File: config.mk
export PLATFORM = sky130hd
export DESIGN_NAME = bmp_stream_rgb_decoder_unit
export DESIGN_NICKNAME = d
export VERILOG_FILES = /design/src/rtl/bmpd_pkg.sv /design/src/rtl/bmp_stream_rgb_decoder_unit.sv
export SDC_FILE = /design/constraint.sdc
export NUM_CORES = 1
export LEC_CHECK = 0
export BUFFER_PORTS_ARGS = -buffer_cell sky130_fd_sc_hd__buf_4
export CORE_MARGIN = 5
export CORE_UTILIZATION = 35
export CTS_CLUSTER_DIAMETER = 80
export CTS_CLUSTER_SIZE = 40
export DETAILED_ROUTE_END_ITERATION = 8
export GPL_TIMING_DRIVEN = 0
export PLACE_DENSITY = 0.58
export SYNTH_ARGS = -nofsm -noshare
export SYNTH_HDL_FRONTEND = slang
export SYNTH_SLANG_ARGS = --single-unit
File: constraint.sdc
create_clock -name clk -period 4.2 [get_ports clk]
set_input_delay 0.63 -clock clk [delete_from_list [all_inputs] [get_ports clk]]
set_output_delay 0.63 -clock clk [all_outputs]
set_load 0.01 [all_outputs]
File: src/rtl/bmpd_pkg.sv
// bmpd_pkg: item types, status codes and size limits for the bmp stream decoder
// no dependencies; imported by bmp_stream_rgb_decoder_unit
package bmpd_pkg;

	localparam int unsigned MAX_WIDTH  = 4096;
	localparam int unsigned MAX_HEIGHT = 4096;

	localparam logic [15:0] BMP_SIGNATURE  = 16'h4D42;
	localparam logic [31:0] MIN_PIX_OFFSET = 32'd54;
	localparam logic [31:0] MIN_INFO_SIZE  = 32'd40;
	localparam logic [15:0] BPP_24         = 16'd24;
	localparam logic [15:0] BPP_32         = 16'd32;

	localparam logic [2:0] ST_OK          = 3'd0;
	localparam logic [2:0] ST_SHORT       = 3'd1;
	localparam logic [2:0] ST_BAD_SIG     = 3'd2;
	localparam logic [2:0] ST_UNSUPPORTED = 3'd3;
	localparam logic [2:0] ST_BAD_SIZE    = 3'd4;
	localparam logic [2:0] ST_TRUNCATED   = 3'd5;
	localparam logic [2:0] ST_BAD_OFFSET  = 3'd6;

	localparam logic KIND_PIXEL  = 1'b0;
	localparam logic KIND_STATUS = 1'b1;

	typedef struct packed {
		logic [7:0] data_byte;
		logic       end_of_file;
	} bmp_in_t;

	typedef struct packed {
		logic        item_kind;
		logic [7:0]  red;
		logic [7:0]  green;
		logic [7:0]  blue;
		logic [11:0] column;
		logic [11:0] row;
		logic [2:0]  status;
		logic [12:0] image_width;
		logic [12:0] image_height;
		logic        last;
	} bmp_out_t;

endpackage

File: src/rtl/bmp_stream_rgb_decoder_unit.sv
// bmp_stream_rgb_decoder_unit: byte stream bmp header parser and bgr(a) to rgb pixel decoder
// depends on bmpd_pkg for item types, status codes and size limits
//
// channel        dir  payload     handshake
// byte_item      in   bmp_in_t    byte_valid / byte_ready
// result_item    out  bmp_out_t   result_valid / result_ready
//
// one file byte is taken per cycle while byte_ready is high; its results land in a four
// entry result queue at the same edge and are visible on the next cycle
// a byte makes at most two results (a pixel and the final status on the last byte)
// byte_ready is high while the result queue has at least two free entries
// arst_n clears the parser state and the result queue
module bmp_stream_rgb_decoder_unit (
	input  logic               clk,
	input  logic               arst_n,
	input  logic               byte_valid,
	output logic               byte_ready,
	input  bmpd_pkg::bmp_in_t  byte_item,
	output logic               result_valid,
	input  logic               result_ready,
	output bmpd_pkg::bmp_out_t result_item
);
	import bmpd_pkg::*;

	localparam logic [2:0] PH_HEADER = 3'd0;
	localparam logic [2:0] PH_SKIP   = 3'd1;
	localparam logic [2:0] PH_PIXEL  = 3'd2;
	localparam logic [2:0] PH_DONE   = 3'd3;
	localparam logic [2:0] PH_ERROR  = 3'd4;

	localparam logic [31:0] POS_SIG    = 32'd1;
	localparam logic [31:0] POS_OFFSET = 32'd13;
	localparam logic [31:0] POS_INFO   = 32'd17;
	localparam logic [31:0] POS_WIDTH  = 32'd21;
	localparam logic [31:0] POS_HEIGHT = 32'd25;
	localparam logic [31:0] POS_PLANES = 32'd27;
	localparam logic [31:0] POS_BPP    = 32'd29;
	localparam logic [31:0] POS_COMPR  = 32'd33;
	localparam logic [31:0] POS_HDREND = 32'd53;

	logic [31:0] pos_q, hs_q, off_q;
	logic [12:0] w_q, h_q;
	logic        td_q, fc_q;
	logic [2:0]  ph_q;
	logic [1:0]  bip_q, pad_q;
	logic [11:0] col_q, row_q;
	logic [7:0]  hb_q, hg_q;
	logic [2:0]  err_q;

	logic [31:0] pos_n, hs_n, off_n;
	logic [12:0] w_n, h_n;
	logic        td_n, fc_n;
	logic [2:0]  ph_n;
	logic [1:0]  bip_n, pad_n;
	logic [11:0] col_n, row_n;
	logic [7:0]  hb_n, hg_n;
	logic [2:0]  err_n;

	logic        take;
	logic [31:0] hs_new, mag;
	logic [15:0] half;
	logic        pix_emit, pix_done, row_inc;
	logic [12:0] col_inc, row_next;
	logic [1:0]  w3, pad_calc;
	logic [11:0] drow;
	logic [2:0]  st;
	bmp_out_t    pix_res, st_res, res_a, res_b;
	logic [1:0]  push_cnt;

	bmp_out_t    mem_q [4];
	logic [1:0]  wr_ptr_q, rd_ptr_q, wr_ptr_p1;
	logic [2:0]  count_q;
	logic        pop;

	assign take         = byte_valid && byte_ready;
	assign byte_ready   = count_q <= 3'd2;
	assign result_valid = count_q != 3'd0;
	assign result_item  = mem_q[rd_ptr_q];
	assign pop          = result_valid && result_ready;
	assign wr_ptr_p1    = wr_ptr_q + 2'd1;

	assign hs_new   = {byte_item.data_byte, hs_q[31:8]};
	assign half     = hs_new[31:16];
	assign mag      = hs_new[31] ? (~hs_new + 32'd1) : hs_new;
	assign col_inc  = {1'b0, col_q} + 13'd1;
	assign row_next = {1'b0, row_q} + 13'd1;
	assign w3       = w_q[1:0] + {w_q[0], 1'b0};
	assign pad_calc = 2'd0 - w3;
	assign drow     = td_q ? row_q : 12'(h_q - 13'd1 - {1'b0, row_q});

	always_comb begin
		pos_n = pos_q; hs_n = hs_q; off_n = off_q; w_n = w_q; h_n = h_q;
		td_n = td_q; fc_n = fc_q; ph_n = ph_q; bip_n = bip_q; pad_n = pad_q;
		col_n = col_q; row_n = row_q; hb_n = hb_q; hg_n = hg_q; err_n = err_q;
		pix_emit = 1'b0;
		pix_done = 1'b0;
		row_inc  = 1'b0;

		if (ph_q == PH_HEADER) begin
			hs_n = hs_new;
			case (pos_q)
				POS_SIG: begin
					if (half != BMP_SIGNATURE) begin
						err_n = ST_BAD_SIG; ph_n = PH_ERROR;
					end
				end
				POS_OFFSET: off_n = hs_new;
				POS_INFO: begin
					if (hs_new < MIN_INFO_SIZE) begin
						err_n = ST_UNSUPPORTED; ph_n = PH_ERROR;
					end
				end
				POS_WIDTH: begin
					if (hs_new[31] || hs_new == 32'd0 || hs_new > 32'(MAX_WIDTH)) begin
						err_n = ST_BAD_SIZE; ph_n = PH_ERROR;
					end else begin
						w_n = hs_new[12:0];
					end
				end
				POS_HEIGHT: begin
					td_n = hs_new[31];
					if (mag == 32'd0 || mag > 32'(MAX_HEIGHT)) begin
						err_n = ST_BAD_SIZE; ph_n = PH_ERROR;
					end else begin
						h_n = mag[12:0];
					end
				end
				POS_PLANES: begin
					if (half != 16'd1) begin
						err_n = ST_UNSUPPORTED; ph_n = PH_ERROR;
					end
				end
				POS_BPP: begin
					if (half == BPP_24) begin
						fc_n = 1'b0;
					end else if (half == BPP_32) begin
						fc_n = 1'b1;
					end else begin
						err_n = ST_UNSUPPORTED; ph_n = PH_ERROR;
					end
				end
				POS_COMPR: begin
					if (hs_new != 32'd0) begin
						err_n = ST_UNSUPPORTED; ph_n = PH_ERROR;
					end
				end
				POS_HDREND: begin
					if (off_q < MIN_PIX_OFFSET) begin
						err_n = ST_BAD_OFFSET; ph_n = PH_ERROR;
					end else begin
						ph_n = PH_SKIP;
					end
				end
				default: ;
			endcase
		end else if (ph_q == PH_SKIP && pos_q >= off_q) begin
			ph_n = PH_PIXEL;
		end

		if (ph_n == PH_PIXEL && pos_q >= off_q) begin
			if (pad_q != 2'd0) begin
				pad_n = pad_q - 2'd1;
				row_inc = pad_q == 2'd1;
			end else begin
				case (bip_q)
					2'd0: begin
						hb_n = byte_item.data_byte; bip_n = 2'd1;
					end
					2'd1: begin
						hg_n = byte_item.data_byte; bip_n = 2'd2;
					end
					2'd2: begin
						pix_emit = 1'b1;
						if (fc_q) bip_n = 2'd3;
						else pix_done = 1'b1;
					end
					default: pix_done = 1'b1;
				endcase
			end
			if (pix_done) begin
				bip_n = 2'd0;
				col_n = col_inc[11:0];
				if (col_inc >= w_q) begin
					col_n = 12'd0;
					if (!fc_q && pad_calc != 2'd0) pad_n = pad_calc;
					else row_inc = 1'b1;
				end
			end
			if (row_inc) begin
				row_n = row_next[11:0];
				if (row_next >= h_q) ph_n = PH_DONE;
			end
		end

		if (pos_q != 32'hFFFF_FFFF) pos_n = pos_q + 32'd1;

		if (pos_q < POS_HDREND) st = ST_SHORT;
		else if (err_n != ST_OK) st = err_n;
		else if (ph_n == PH_DONE) st = ST_OK;
		else st = ST_TRUNCATED;

		if (byte_item.end_of_file) begin
			pos_n = '0; hs_n = '0; off_n = '0; w_n = '0; h_n = '0;
			td_n = 1'b0; fc_n = 1'b0; ph_n = PH_HEADER; bip_n = '0; pad_n = '0;
			col_n = '0; row_n = '0; hb_n = '0; hg_n = '0; err_n = ST_OK;
		end
	end

	always_comb begin
		pix_res = '0;
		pix_res.item_kind = KIND_PIXEL;
		pix_res.red       = byte_item.data_byte;
		pix_res.green     = hg_q;
		pix_res.blue      = hb_q;
		pix_res.column    = col_q;
		pix_res.row       = drow;

		st_res = '0;
		st_res.item_kind = KIND_STATUS;
		st_res.status    = st;
		st_res.last      = 1'b1;
		if (st == ST_OK) begin
			st_res.image_width  = w_q;
			st_res.image_height = h_q;
		end

		res_a    = pix_emit ? pix_res : st_res;
		res_b    = st_res;
		push_cnt = take ? ({1'b0, pix_emit} + {1'b0, byte_item.end_of_file}) : 2'd0;
	end

	always_ff @(posedge clk or negedge arst_n) begin
		if (!arst_n) begin
			pos_q <= '0; hs_q <= '0; off_q <= '0; w_q <= '0; h_q <= '0;
			td_q <= 1'b0; fc_q <= 1'b0; ph_q <= PH_HEADER; bip_q <= '0; pad_q <= '0;
			col_q <= '0; row_q <= '0; hb_q <= '0; hg_q <= '0; err_q <= ST_OK;
		end else if (take) begin
			pos_q <= pos_n; hs_q <= hs_n; off_q <= off_n; w_q <= w_n; h_q <= h_n;
			td_q <= td_n; fc_q <= fc_n; ph_q <= ph_n; bip_q <= bip_n; pad_q <= pad_n;
			col_q <= col_n; row_q <= row_n; hb_q <= hb_n; hg_q <= hg_n; err_q <= err_n;
		end
	end

	// result queue
	always_ff @(posedge clk) begin
		if (push_cnt != 2'd0) mem_q[wr_ptr_q] <= res_a;
		if (push_cnt == 2'd2) mem_q[wr_ptr_p1] <= res_b;
	end

	always_ff @(posedge clk or negedge arst_n) begin
		if (!arst_n) begin
			wr_ptr_q <= '0;
			rd_ptr_q <= '0;
			count_q  <= '0;
		end else begin
			wr_ptr_q <= wr_ptr_q + push_cnt;
			if (pop) rd_ptr_q <= rd_ptr_q + 2'd1;
			count_q <= count_q + {1'b0, push_cnt} - {2'b0, pop};
		end
	end

	a_count_max: assert property (@(posedge clk) disable iff (!arst_n)
		count_q <= 3'd4)
		else $error("result queue overflow");

	a_eof_resets: assert property (@(posedge clk) disable iff (!arst_n)
		(take && byte_item.end_of_file) |=> (ph_q == PH_HEADER && pos_q == 32'd0))
		else $error("parser not back at header after last byte");

	a_pixel_past_offset: assert property (@(posedge clk) disable iff (!arst_n)
		(ph_q == PH_PIXEL) |-> (pos_q > off_q))
		else $error("pixel phase before pixel offset");

	a_status_last: assert property (@(posedge clk) disable iff (!arst_n)
		result_valid |-> (result_item.item_kind == result_item.last))
		else $error("last flag does not match status item");

	a_two_push_room: assert property (@(posedge clk) disable iff (!arst_n)
		(push_cnt == 2'd2) |-> (count_q <= 3'd2))
		else $error("double push without room");

endmodule

==> flow_summary.yaml, run 1 <==
yosys:
  synth_top_area_share: 0.179
  syn_avg_cell_area_um2: 10.4
  ys_top_cells_by_count: "nand2_1 (210), dfxtp_1 (196), o21ai_0 (183)"
  async_flop_share: 0.357
  syn_inst: 2326
  ys_seq_area_frac: 0.486
  synth_most_common_cell: "nand2_1"
  yosysTopAreaCell: "dfrtp_1"
  yosysUniqueCellTypes: 77
  synth-warning-count: 0
  synth_edf_count: 116
  syn_area_um2: 24200
  ys_seq_elements: 485
  synth.net_count: 2425
  synth_ff_type: "dfxtp_1"
  synth.area.top_cells: "dfrtp_1 (18%), dfxtp_1 (16%), edfxtp_1 (14%)"
sta:
  holdWs_ps: -18.6
  slew_headroom: 0.0251
  max_freq_mhz: 233
  hold_viol_final: 2
  setup-violations-final: 14
  rsz0062_at_grt: "yes"
  slew_violations: 0
  period_needed_ps: 4290
  worst_slew_pin_slew_ps: 1450
  fin_ws_ps: -89.1
  timing.final.crit_share: 1.02
  skew_ps: 30.3
  tns_ps: -442
clocking:
  clkSinkCount: 485
  clockBufferDepth: 3
  cts_tree: "built"
  clk_transition_reported_paths_ps: 120
  clock_latency_ps: 610
  numCtsBuffers: 29
  root_buffer: "clkbuf_16"
  postCtsHoldBufs: 0
  ctsHtreeMaxLevel: 1
grt:
  grt_max_degree: 96
  track_usage: 0.199
  grt_pass1_wl_um: 117000
  grt_pass1_vias: 19200
  grt_antenna_before_repair: 0
  grt_remaining_overflow: 0
min_path:
  hold_path_class: "primary input to async pin"
worst_setup_path:
  worst-path-stages: 12
  critPathTopFamily: "simple AND/OR/NAND/NOR gates"
  crit_path_max_fanout: 7
  rr_worst_depth: 12
  crit_required_ps: 4560
  critPathSlowestCell: "or3_1"
  end_kind: "flop"
  worstPathBufferInverterCount: 3
  crit_path_cell_trace: "nor4_1 -> nand4_1 -> or3_1 -> nor4_2 -> o41ai_1 -> and4b_1 -> o21a_2 -> and4b_4 -> buf_12 -> buf_6 -> buf_6 -> and3_1"
  cpPeakStageDelay_ps: 600
  cp-start-kind: "flop"
  cpMostUsedCell: "buf_6"
  critical_path_class: "flop to flop"
  worstPathArrival_ps: 4650
floorplanning:
  core_um2: 68600
  dieHeight_um: 273
  rows: 96
  die_w_um: 273
  initial_core_util: 0.352
  ioPinCount: 94
  dieArea_um2: 74400
placement:
  finalWeightedCongestion: 0.913
  portBuffers: 91
  detailed_place_hpwl_um: 54500
  place_inst: 3350
cells_and_area:
  drive_gt1_frac: 0.182
  fill_cells: 6479
  num_antenna_cells: 0
  regArea_um2: 11700
  syn2layout_area_growth_pct: 18.7
  finalNetCount: 2611
  multi_input_area_um2: 11900
  final_cell_count_no_fill: 3465
power:
  pwr_density_cell_nw_per_um2: 606
  p_clk_frac: 0.203
  seqPwrFrac: 0.349
  ir_worst_vdd_v: 0.000355
  sw_frac_of_total: 0.428
  intPower_mw: 9.95
  pwr-share-comb: 0.448
  leakagePower_nw: 11.6
  p_switching_mw: 7.45
routing:
  wirelength_um: 77300
  route.detailed.drc: 0
  drtIter0Drc: 2026
  wl_per_cell_um: 22.3
  drt_first_pass_iters: 8
  via_per_inst: 5.65
  via_count: 19600
  drtAntennaViolNets: 0
run_status:
  status: "finished, violations left"
  failed_checks: "hold timing, setup timing"
run:
  drv_cap: 0
## cell families (layout without fill, tap and decap cells)
| logic type | count (synthesis) | after routing | synth area share |
|---|---|---|---|
| DFF | 485 | 485 | 0.486 |
| and+or+nand+nor | 760 | 760 | 0.162 |
| xor gates and xnor gates | 74 | 74 | 0.0268 |
| adders and majority gates | 87 | 87 | 0.0456 |
| buffers and inverters | 281 | 489 | 0.0452 |
| AOI/OAI and AO/OA | 542 | 542 | 0.154 |
| muxes | 97 | 97 | 0.0807 |
## worst paths after layout
check | slack, ps | startpoint | end
min reg2reg | 470 | mem_q[3][31] | mem_q[3][31]
max | -90 | pos_q[27] | mem_q[2][22]
min in group clk | 470 | mem_q[3][31] | mem_q[3][31]
max reg2reg | -90 | pos_q[27] | mem_q[2][22]
max in group asynchronous | 3240 | arst_n | hs_q[9]
min | -20 | arst_n | hg_q[0]
## power groups by stage
| stage | Clock [mW] | Sequential, mW | Combinational (mW) |
|---|---|---|---|
| after floorplan | 0 | 5.83 | 4.69 |
| after CTS | 3.60 | 6.05 | 7.51 |
| final | 3.53 | 6.08 | 7.79 |
| after detailed placement | 0 | 6.15 | 6.88 |
| after global routing | 3.78 | 6.15 | 8.45 |
| after global placement | 0 | 6.13 | 6.76 |
## cell usage in the layout, fill, tap and decap left out, types with 10 or more instances in the layout
| cell type | n |
|---|---|
| nand2_1 | 210 |
| dfxtp_1 | 196 |
| o21ai_0 | 179 |
| dfrtp_1 | 163 |
| a22o_1 | 154 |
| buf_4 | 144 |
| and3_1 | 123 |
| edfxtp_1 | 116 |
| inv_1 | 103 |
| nor2_1 | 99 |
| clkbuf_1 | 98 |
| ha_1 | 80 |
| mux4_2 | 78 |
| nand3_1 | 53 |
| nand2b_1 | 51 |
| a21oi_1 | 48 |
| xor2_1 | 38 |
| nor3_1 | 35 |
| xnor2_1 | 35 |
| clkbuf_16 | 34 |
| nor4_1 | 30 |
| clkbuf_2 | 27 |
| nand4_1 | 26 |
| nor2b_1 | 20 |
| mux2i_1 | 17 |
| o31ai_1 | 17 |
| a22oi_1 | 16 |
| buf_1 | 13 |
| a31oi_1 | 12 |
| a21o_1 | 10 |
| or3_1 | 10 |
| buf_6 | 10 |
| dfrtp_2 | 10 |
## through the flow
step / instance area, um2 / util / worst slack, ps / power, mW
floorplan: 24200 / - / 5.79 / 10.5
global placement: 26000 / 0.380 / -2370 / 12.9
detailed placement: 26100 / 0.381 / -2260 / 13.0
CTS: 28200 / 0.411 / -11.0 / 17.2
global route: 28700 / 0.418 / -141 / 18.4
finish: 28700 / 0.418 / -89.1 / 17.4
## layer usage
metal | vias up | wire length, um | global-route usage
li1 | 8927 | - | -
met1 | 9841 | 33200 | 0.276
met2 | 700 | 36600 | 0.328
met3 | 121 | 4890 | 0.0267
met4 | 0 | 2650 | 0.0584
met5 | - | 0 | 0
## cell type report
type,instances,share of cell area
multi-input combinational,1560,0.415
sequential,485,0.410
timing repair buffer,159,0.0501
tap,931,0.0406
buffer,165,0.0298
clock buffer,30,0.0254
inverter,108,0.0147
clock inverter,23,0.0140
timing repair inverter,4,0.00105
## state kept, by name, summed over array words and instances, names as in the netlist, 12 cells and up
signal  cells
pos_q      32
col_q      12
hs_q       24
w_q        13
h_q        13
off_q      32
mem_q     312
row_q      12
## repair_timing
action,in CTS,in global routing
buffers inserted,40,18
cloned,7,5
setup endpoints to repair,531,369
pin swaps,24,12
resized for setup,151,77
Note: power is estimated with default switching activity, not from simulation.
==> run 2: changes to the inputs <==
Settings changed: CELL_PAD_IN_SITES_DETAIL_PLACEMENT from default to 0, CELL_PAD_IN_SITES_GLOBAL_PLACEMENT from default to 2, PLACE_DENSITY 0.58 to 0.78.
==> run 2 against run 1 <==
Effect of this change: the run ends with setup timing left; die area is the same; cell area is 3.4% higher; routed wire length increased by 3.8%; clock skew up 21 ps; critical path depth up 3; clock power rose by 6%; sequential share of layout area shrank 1.3 points; non-clock buffer count rose by 48; power up 2.8%; critical path type unchanged; largest power group unchanged.
==> flow_summary.yaml, run 2 (synthesis gave the netlist of run 1 again) <==
run_status:
  status: "finished, violations left"
  failed_checks: "setup timing"
grt:
  track_usage: 0.209
  grt_antenna_before_repair: 2
  grt_pass1_wl_um: 122000
  grt_remaining_overflow: 0
  grt_max_degree: 101
  grt_pass1_vias: 19600
placement:
  dpl_cell_area_um2: 26100
  place_inst: 3350
  place_ws_ps: -2470
  detailed_place_hpwl_um: 55600
  finalWeightedCongestion: 0.904
  portBuffers: 91
worst_setup_path:
  critical_path_class: "flop to flop"
  end_kind: "flop"
  crit_path_max_fanout: 7
  cp-start-kind: "flop"
  critPathSlowestCell: "a211oi_4"
  worstPathArrival_ps: 4690
  worstPathBufferInverterCount: 5
  crit_path_cell_trace: "or4_4 -> buf_6 -> nand4bb_4 -> o41a_1 -> a211o_1 -> a211oi_4 -> and3_1 -> a21boi_1 -> o21a_1 -> and4b_2 -> buf_6 -> buf_12 -> buf_12 -> buf_8 -> and3_1"
  cpPeakStageDelay_ps: 530
  critPathTopFamily: "compound AO/OA/AOI/OAI gates"
  crit_required_ps: 4590
floorplanning:
  ioPinCount: 94
  rows: 96
  initial_core_util: 0.352
  dieHeight_um: 273
  dieArea_um2: 74400
  die_w_um: 273
  core_um2: 68600
power:
  p_switching_mw: 7.73
  pwr-share-comb: 0.451
  leakagePower_nw: 12.0
  seqPwrFrac: 0.341
  sw_frac_of_total: 0.432
  pwr_density_cell_nw_per_um2: 603
  p_clk_frac: 0.208
  intPower_mw: 10.2
  ir_worst_vdd_v: 0.000309
clocking:
  clock_latency_ps: 650
  clockBufferDepth: 3
  root_buffer: "clkbuf_16"
  clk_transition_reported_paths_ps: 110
  numCtsBuffers: 30
  cts_tree: "built"
  ctsHtreeMaxLevel: 1
  clkSinkCount: 485
cells_and_area:
  layout_commonest_cell: "nand2_1"
  regArea_um2: 11800
  finalNetCount: 2660
  multi_input_area_um2: 12100
  drive_gt1_frac: 0.211
  max_flop_register: "mem_q"
  final_cell_count_no_fill: 3517
  final_cell_area_um2: 29700
  layout_common_cells: "nand2_1 (209), dfxtp_1 (196), o21ai_0 (178)"
  fill_cells: 6528
  top_regs: "mem_q: 312 flops, off_q: 32 flops, pos_q: 32 flops"
  largest_reg_flops: 312
  syn2layout_area_growth_pct: 22.8
routing:
  wl_per_cell_um: 22.8
  via_per_inst: 5.58
  drt_first_pass_iters: 6
  route.detailed.drc: 0
  drtAntennaViolNets: 0
  via_count: 19600
  drtIter0Drc: 1444
  wirelength_um: 80300
sta:
  worst_slew_pin_slew_ps: 1150
  hold_viol_final: 0
  rsz0062_at_grt: "yes"
  max_freq_mhz: 232
  timing.final.crit_share: 1.02
  slew_violations: 0
  slew_headroom: 0.226
  skew_ps: 51.4
  setup-violations-final: 35
  period_needed_ps: 4300
  fin_ws_ps: -104
min_path:
  hold_path_class: "primary input to flop"
run:
  drv_cap: 0
## run 2: changes by cell type in the layout (fill, tap and decap cells not counted), sizes merged
cell         previous run  this run
buf                   184       240
bufinv                  2         0
clkbuf                168       160
clkinv                  5        12
diode                   0         1
dlygate4sd3             0         1
inv                   120       117
## run 2: final timing paths
path / cells past startpoint / from / to / slack (ps)
setup / recovery: 15 / hs_q[8] / mem_q[0][21] / -100
hold / removal: 3 / byte_valid / wr_ptr_q[0] / 430
setup reg to reg: 15 / hs_q[8] / mem_q[0][21] / -100
hold reg to reg: 2 / mem_q[1][33] / mem_q[1][33] / 460
max in group asynchronous: 3 / arst_n / pos_q[9] / 2670
min in group asynchronous: 2 / arst_n / hg_q[0] / 550
## run 2: what timing repair did
action	in CTS	in global routing
gates cloned	15	1
resized for setup	206	106
endpoints found under the hold margin	34	0
endpoints found under the setup margin	545	440
hold buffers	1	0
pin swaps	29	31
setup buffers	73	38
## run 2: area by class of cell
cell class	count	area share
Clock buffer	31	0.0261
Clock inverter	25	0.0164
Timing Repair inverter	4	0.00101
Inverter	108	0.0142
Antenna cell	1	0.0000843
Sequential cell	485	0.396
Tap cell	931	0.0393
Multi-Input combinational cell	1560	0.409
Buffer	160	0.0293
Timing Repair Buffer	212	0.0683
## run 2: layer usage
layer	GRT usage	part of all wire	vias to the layer above
met5	0	0.00017	-
met4	0.0602	0.031	2
met3	0.0270	0.052	111
met2	0.353	0.48	570
met1	0.282	0.44	9900
li1	-	-	9032
## run 2: tightest hold or removal path: stages
cell and delay, ps:
buf_4 90, and3_1 180, ha_1 130
## run 2: power by group through the flow
| stage | Combinational, mW | Sequential (mW) | Clock, mW |
|---|---|---|---|
| after CTS | 7.64 | 6.09 | 3.82 |
| after global placement | 6.82 | 6.15 | 0 |
| after global routing | 8.82 | 6.16 | 3.99 |
| final | 8.07 | 6.09 | 3.73 |
| after floorplan | 4.69 | 5.83 | 0 |
| after detailed placement | 6.90 | 6.18 | 0 |
## run 2: metrics by stage
step | util | total power [mW] | hold WS (ps) | TNS, ps
2_1_floorplan | - | 10.5 | 334 | 0
3_3_place_gp | 0.380 | 13.0 | 429 | -875820
3_5_place_dp | 0.381 | 13.1 | 437 | -832040
4_1_cts | 0.425 | 17.5 | 385 | -9670
5_1_grt | 0.433 | 19.0 | 418 | -16750
6_report | 0.433 | 17.9 | 427 | -2090
